## src/sv/imu_tof_distance_estimator_assert.svh

```systemverilog
// ----------------------------------------------------------------------------
// IMU/ToF distance estimator assertion macros
// Shared property wrappers for the estimator's concurrent checks.
// ----------------------------------------------------------------------------
`ifndef IMU_TOF_DISTANCE_ESTIMATOR_ASSERT_SVH
`define IMU_TOF_DISTANCE_ESTIMATOR_ASSERT_SVH

// Implication checked on every clock edge outside reset.
`define ITDE_ASSERT_IMP(label, clk, rst_n, ante, cons) \
    label: assert property (@(posedge clk) disable iff (!rst_n) (ante) |-> (cons)) \
        else $error("assertion failed");

// Next-cycle implication checked outside reset.
`define ITDE_ASSERT_NEXT(label, clk, rst_n, ante, cons) \
    label: assert property (@(posedge clk) disable iff (!rst_n) (ante) |=> (cons)) \
        else $error("assertion failed");

`endif

```

## src/sv/itde_pkg.sv

```systemverilog
// ----------------------------------------------------------------------------
// IMU/ToF distance estimator package
// Types and constants shared by the controller, datapath and top level.
// ----------------------------------------------------------------------------
package itde_pkg;

    localparam logic [1:0] ACT_IMU     = 2'd0;
    localparam logic [1:0] ACT_PREDICT = 2'd1;
    localparam logic [1:0] ACT_RANGE   = 2'd2;

    localparam logic [1:0] REG_DELTA_TIME = 2'd0;
    localparam logic [1:0] REG_DEADBAND   = 2'd1;
    localparam logic [1:0] REG_MOTION     = 2'd2;

    localparam int          SQRT_STEPS = 17;
    localparam logic [15:0] GRAVITY_MG = 16'd1000;
    localparam logic [11:0] SCALE_Q8   = 12'd2511;

    typedef enum logic [3:0] {
        ST_IDLE,
        ST_SQRT,
        ST_ACCEL,
        ST_VEL_MUL,
        ST_VEL_ADD,
        ST_RING_SUM,
        ST_AVG,
        ST_PRED_MUL,
        ST_PRED_ADD,
        ST_OUT
    } t_state;

    // Controller commands to the datapath.
    typedef struct packed {
        logic load;
        logic sqrt_step;
        logic accel;
        logic vel_mul;
        logic vel_add;
        logic ring_clr;
        logic ring_acc;
        logic avg;
        logic pred_mul;
        logic pred_add;
        logic range_ld;
    } t_cmd;

    // Datapath status to the controller.
    typedef struct packed {
        logic moving;
    } t_status;

endpackage

```

## src/sv/itde_ctrl.sv

```systemverilog
// ----------------------------------------------------------------------------
// IMU/ToF distance estimator controller
// Sequences the square root, integration, ring averaging, prediction and output steps.
// ----------------------------------------------------------------------------
module itde_ctrl #(
    parameter int AVG_DEPTH = 8
) (
    input  logic               i_clk,
    input  logic               i_rst_n,
    input  logic               i_start,
    input  logic [1:0]         i_action,
    input  logic               i_out_taken,
    input  itde_pkg::t_status  i_status,
    output itde_pkg::t_cmd     o_cmd,
    output logic               o_idle,
    output logic               o_out_valid
);

    localparam int CW = $clog2(AVG_DEPTH + itde_pkg::SQRT_STEPS + 1);

    itde_pkg::t_state r_state, n_state;
    logic [CW-1:0]    r_cnt, n_cnt;

    // State and counter registers.
    always_ff @(posedge i_clk) begin
        if (!i_rst_n) begin
            r_state <= itde_pkg::ST_IDLE;
            r_cnt   <= '0;
        end else begin
            r_state <= n_state;
            r_cnt   <= n_cnt;
        end
    end

    // Next state.
    always_comb begin
        n_state = r_state;
        n_cnt   = r_cnt;
        unique case (r_state)
            itde_pkg::ST_IDLE: begin
                if (i_start) begin
                    n_cnt = '0;
                    priority if (i_action == itde_pkg::ACT_IMU)
                        n_state = itde_pkg::ST_SQRT;
                    else if (i_action == itde_pkg::ACT_PREDICT)
                        n_state = i_status.moving ? itde_pkg::ST_PRED_MUL
                                                  : itde_pkg::ST_OUT;
                    else
                        n_state = itde_pkg::ST_OUT;
                end
            end
            itde_pkg::ST_SQRT: begin
                n_cnt = r_cnt + 1'b1;
                if (r_cnt == CW'(itde_pkg::SQRT_STEPS - 1)) begin
                    n_state = itde_pkg::ST_ACCEL;
                end
            end
            itde_pkg::ST_ACCEL: begin
                n_state = itde_pkg::ST_VEL_MUL;
            end
            itde_pkg::ST_VEL_MUL: begin
                n_state = itde_pkg::ST_VEL_ADD;
            end
            itde_pkg::ST_VEL_ADD: begin
                n_cnt   = '0;
                n_state = itde_pkg::ST_RING_SUM;
            end
            itde_pkg::ST_RING_SUM: begin
                n_cnt = r_cnt + 1'b1;
                if (r_cnt == CW'(AVG_DEPTH - 1)) begin
                    n_state = itde_pkg::ST_AVG;
                end
            end
            itde_pkg::ST_AVG:      n_state = itde_pkg::ST_OUT;
            itde_pkg::ST_PRED_MUL: n_state = itde_pkg::ST_PRED_ADD;
            itde_pkg::ST_PRED_ADD: n_state = itde_pkg::ST_OUT;
            itde_pkg::ST_OUT: begin
                if (i_out_taken) n_state = itde_pkg::ST_IDLE;
            end
            default: n_state = itde_pkg::ST_IDLE;
        endcase
    end

    // Command decode.
    always_comb begin
        o_cmd       = '0;
        o_idle      = 1'b0;
        o_out_valid = 1'b0;
        unique case (r_state)
            itde_pkg::ST_IDLE: begin
                o_idle       = 1'b1;
                o_cmd.load   = i_start;
                o_cmd.range_ld = i_start && (i_action == itde_pkg::ACT_RANGE);
            end
            itde_pkg::ST_SQRT:     o_cmd.sqrt_step = 1'b1;
            itde_pkg::ST_ACCEL:    o_cmd.accel     = 1'b1;
            itde_pkg::ST_VEL_MUL:  o_cmd.vel_mul   = 1'b1;
            itde_pkg::ST_VEL_ADD: begin
                o_cmd.vel_add  = 1'b1;
                o_cmd.ring_clr = 1'b1;
            end
            itde_pkg::ST_RING_SUM: o_cmd.ring_acc  = 1'b1;
            itde_pkg::ST_AVG:      o_cmd.avg       = 1'b1;
            itde_pkg::ST_PRED_MUL: o_cmd.pred_mul  = 1'b1;
            itde_pkg::ST_PRED_ADD: o_cmd.pred_add  = 1'b1;
            itde_pkg::ST_OUT:      o_out_valid     = 1'b1;
            default: ;
        endcase
    end

endmodule

```

## config.mk

```make
export PLATFORM = sky130hd
export DESIGN_NAME = itde_ctrl
export DESIGN_NICKNAME = d
export VERILOG_FILES = /design/src/sv/imu_tof_distance_estimator_assert.svh /design/src/sv/itde_pkg.sv /design/src/sv/itde_ctrl.sv
export SDC_FILE = /design/constraint.sdc
export NUM_CORES = 1
export LEC_CHECK = 0
export BUFFER_PORTS_ARGS = -buffer_cell sky130_fd_sc_hd__buf_4
export CORE_AREA = 2 2 42 52
export CTS_CLUSTER_DIAMETER = 60
export DETAILED_ROUTE_END_ITERATION = 16
export DIE_AREA = 0 0 44 54
export PLACE_DENSITY = 0.56
export SLEW_MARGIN = 15
export SYNTH_ARGS = -nofsm -noshare
export SYNTH_HDL_FRONTEND = slang
export SYNTH_SLANG_ARGS = --single-unit
```

## constraint.sdc

```tcl
create_clock -name i_clk -period 3.9 [get_ports i_clk]
set_input_delay 0.39 -clock i_clk [delete_from_list [all_inputs] [get_ports i_clk]]
set_output_delay 0.39 -clock i_clk [all_outputs]
set_load 0.03 [all_outputs]
```

# Yosys cells after proc, flatten, opt, wreduce, memory -nomap -nowiden
# Index checks and enable logic that the tools add are counted.
# W data, S select, Z words.
[word_totals] ff_bits=9 input_bits=7 out_inout_bits=13 word_cells=50
[classes] addsub=1 eq_ne=17 muxes=22 reduce_logical=8
[op_table] op="$pmux W4 S9" count=1
[op_table] op="$mux W4" count=7
[op_table] op="$eq A4 B3 Y1 const B" count=4
[op_table] op="$pmux W5 S3" count=1
[op_table] op="$mux W1" count=11
[op_table] op="$eq A4 B2 Y1 const B" count=2
[op_table] op="$eq A4 B4 Y1 const B" count=2
[op_table] op="$ne A2 B2 Y1 const B" count=4
[op_table] op="$add A5 B1 Y5 const B" count=1
[op_table] op="$eq A5 B3 Y1 const B" count=1
[op_table] op="$eq A5 B5 Y1 const B" count=1
[op_table] op="$mux W5" count=1
[op_table] op="$eq A4 B1 Y1 const B" count=1
[op_table] op="$logic_not A4 Y1" count=1
[op_table] op="$reduce_and A4 Y1" count=1
[op_table] op="$reduce_or A2 Y1" count=2
[op_table] op="$reduce_bool A3 Y1" count=1
[op_table] op="$eq A2 B1 Y1 const B" count=1
[op_table] op="$eq A2 B2 Y1 const B" count=1
[op_table] op="$logic_not A2 Y1" count=1
[op_table] op="$mux W2" count=1
[op_table] op="$reduce_and A2 Y1" count=1
[op_table] op="$logic_and A1 B1 Y1" count=1

# Longest topological paths before layout
[logic_depth] ltp_word=5 depth_mapped=5

# Worst setup path before layout
# No wires, ideal clock.
[synth_path] path_type="register -> output" from="reg r_state[3]" to="out o_cmd[0] (netlist name)" arrival_time_ns=2.240 t_required_ns=3.510 slack_ns=1.270 path_stages_with_launch=6 path_buffers=1 cell_sequence="dfxtp_1 > buf_6 > or2_4 > nor2_1 > and2_2 > nor3b_1"
[synth_lines] item="start: declaration" line="itde_ctrl.sv:21" rtl="itde_pkg::t_state r_state, n_state;"
[synth_lines] item="start signal: assignment" line="itde_ctrl.sv:27" rtl="r_state <= itde_pkg::ST_IDLE;"
[synth_lines] item="start signal: assignment" line="itde_ctrl.sv:30" rtl="r_state <= n_state;"
[synth_lines] item="end: declaration" line="itde_ctrl.sv:14" rtl="output itde_pkg::t_cmd o_cmd,"

==> flow_metrics.tcl <==
set metrics [dict create \
    worstMarginPinSlew_ps 414 \
    required_ps 3510 \
    clk_path_buf_depth 2 \
    fin_ws_ps 1850 \
    dieArea_um2 2380 \
    mostFrequentLayoutCell "buf_4" \
    power.internal_mw 0.308 \
    p_sw_share_pct 49.3 \
    regToRegSetupSlack_ps 2310 \
    crit-reg2reg-launch "r_state[1]" \
    rsz0062_at_grt "no" \
    ys_warn_count 0 \
    cp.arrival_ps 1660 \
    antenna_left 0 \
    r2r-end "r_state[2]" \
    max-slew-margin-rel_pct 72.4 \
    ir_worst_vdd_mv 0.368 \
    seq_power_share_pct 26.2 \
    fin_crit_ps 2050 \
    drv_slew 0 \
    via_per_inst 5.27 \
    worst-setup-path-type "reg2out" \
    antenna_cells 0 \
    fin_skew_ps 4.77 \
    synth_nets 93 \
    worstHoldEndpoint "r_cnt[0]" \
    first_global_vias 633 \
    setup_tns_ps 0 \
    holdPathStages 2 \
    final_nets 113 \
    clkLatencyLatePin_ps 260 \
    fp.dieW_um 44 \
    cts_resized 0 \
    root_buffer "clkbuf_4" \
    async_flop_share_pct 0 \
    drc_errors 0 \
    final_cell_mix "buf_4 (19), nor2_1 (10), dfxtp_1 (9)" \
    powerDensity_nw_per_um2 723 \
    portBuffers 19 \
    layout.cells.non_filler 123 \
    synthesis.area_um2 679 \
    total_power_mw 0.606 \
    synth.avg_cell_area_um2 8.09 \
    first_pass_iters 5 \
    drt_iter0_drc 3 \
    synth_edf_count 0 \
    core_um2 1940 \
    synth-main-ff-cell "dfxtp_1" \
    grt.total_usage_pct 14.9 \
    fmax_mhz 488 \
    place.gp.congestion 0.871 \
    outcome "completed" \
    routed_wl_um 1550 \
    netlist_instances 84 \
    maxCapViolCount 0 \
    p_sw_mw 0.299 \
    post_cts_buffers 0 \
    clk_pin_slew_ps 70 \
    min_from "i_rst_n" \
    post_drt_wl_per_cell_um 12.6 \
    final.period_utilization_pct 52.5 \
    post-dp-hpwl_um 1240 \
    yosysSeqAreaShare_pct 26.5 \
    drive_gt1_share_pct 33.0 \
    grt_max_degree 12 \
    critPathMaxFanout 11 \
    finalHoldViolations 0 \
    ctsHoldBuffers 0 \
    grt_pass1_wl_um 2570 \
    rows 18 \
    cts.sinks 9 \
    power_frac_clock_pct 12.1 \
    dp_cells 119 \
    synth_seq_cells 9 \
    pin_count 20 \
    grt-ovfl-total 0 \
    reg2regPathDepth 4 \
    initial_core_util_pct 35.1 \
    areaGrowthSynthToFinish_pct 23.4 \
    dp_slack_ps 2150 \
    antenna_found_initial 0 \
    cp-end-kind "output port" \
    synth.distinct_cells 42 \
    cts_tree "built" \
    comb_power_share_pct 61.7 \
    hp-class "in2reg" \
    leakage_nw 0.351 \
    htreeDepth 1 \
    die_h_um 54 \
    critical_path.startpoint_type "flop" \
    cts_buffers 3 \
    via_count 648 \
    setup_violations 0 \
]
critical path, cell delays in order, from the launching register on:
cell     delay, ps
dfxtp_1        430
or2_4          310
nor2_1         120
and2_2         160
nor3b_1        180
buf_4          190
layout make-up:
cell class                      count  area (µm²)
Multi-Input combinational cell     66         445
Timing Repair Buffer               19         143
Inverter                            5        18.8
Sequential cell                     9         180
Tap cell                           20        25.0
Clock buffer                        4        26.3
Fill cell                         209        1100
worst max path at each step:
stage	start	endpoint	slack, ps	depth (start not counted)
finish	r_state[1]	o_cmd[0]	1850	5
global route	r_state[1]	o_cmd[0]	1740	5
CTS	r_state[1]	o_cmd[0]	1840	5
detailed placement	r_state[1]	o_cmd[0]	2150	5
global placement	r_state[1]	o_cmd[0]	2180	5
floorplan	r_state[3]	o_cmd[0]	1270	5
kinds of logic (layout without fill, tap and decap cells):
family                     count (synthesis)  after routing  share of synthesized area, %
and+or+nand+nor                           45             45                          41.3
AOI/OAI and AO/OA                         17             17                          17.9
DFF                                        9              9                          26.5
buffers and inverters                      9             28                          7.92
adders and majority gates                  2              2                          3.68
xor gates and xnor gates                   1              1                          1.29
muxes                                      1              1                          1.47
synthesized netlist by cell type (2+ instances only):
cell     number  area [µm²]
ha_1          2        25.0
a32o_1        2        20.0
inv_1         5        18.8
or2_4         2        17.5
or3_1         3        18.8
a21oi_1       3        15.0
o21ai_0       3        15.0
and3_1        2        12.5
dfxtp_1       9         180
nor2_1       10        37.5
nand3_1       4        20.0
nand2_1       8        30.0
buf_6         2        22.5
power by group through the flow:
stage                     Sequential, mW  Combinational [mW]  Clock, mW
final                              0.159               0.374     0.0732
after global routing               0.165               0.407     0.0801
after CTS                          0.159               0.376     0.0760
after detailed placement           0.161               0.374          0
after global placement             0.159               0.379          0
after floorplan                    0.129               0.321          0
per-layer routing:
| layer | track usage, % | routed length (µm) | part of all wire (%) | up-vias |
|---|---|---|---|---|
| met4 | 13.6 | 54 | 3.5 | 0 |
| li1 | - | - | - | 334 |
| met1 | 17.4 | 683 | 44 | 285 |
| met3 | 1.68 | 65 | 4.2 | 6 |
| met5 | 0 | 0 | 0 | - |
| met2 | 23.8 | 751 | 48 | 23 |
metrics by stage:
stage / area (µm²) / hold WS (ps) / utilization (%)
2_1_floorplan: 679 / 466 / -
3_3_place_gp: 812 / 481 / 41.9
3_5_place_dp: 812 / 488 / 41.9
4_1_cts: 838 / 433 / 43.3
5_1_grt: 838 / 441 / 43.3
6_report: 838 / 442 / 43.3
state kept, by name, indices dropped and copies added (netlist names):
name,cells
r_cnt,5
r_state,4
Note: power is estimated with default switching activity, not from simulation.
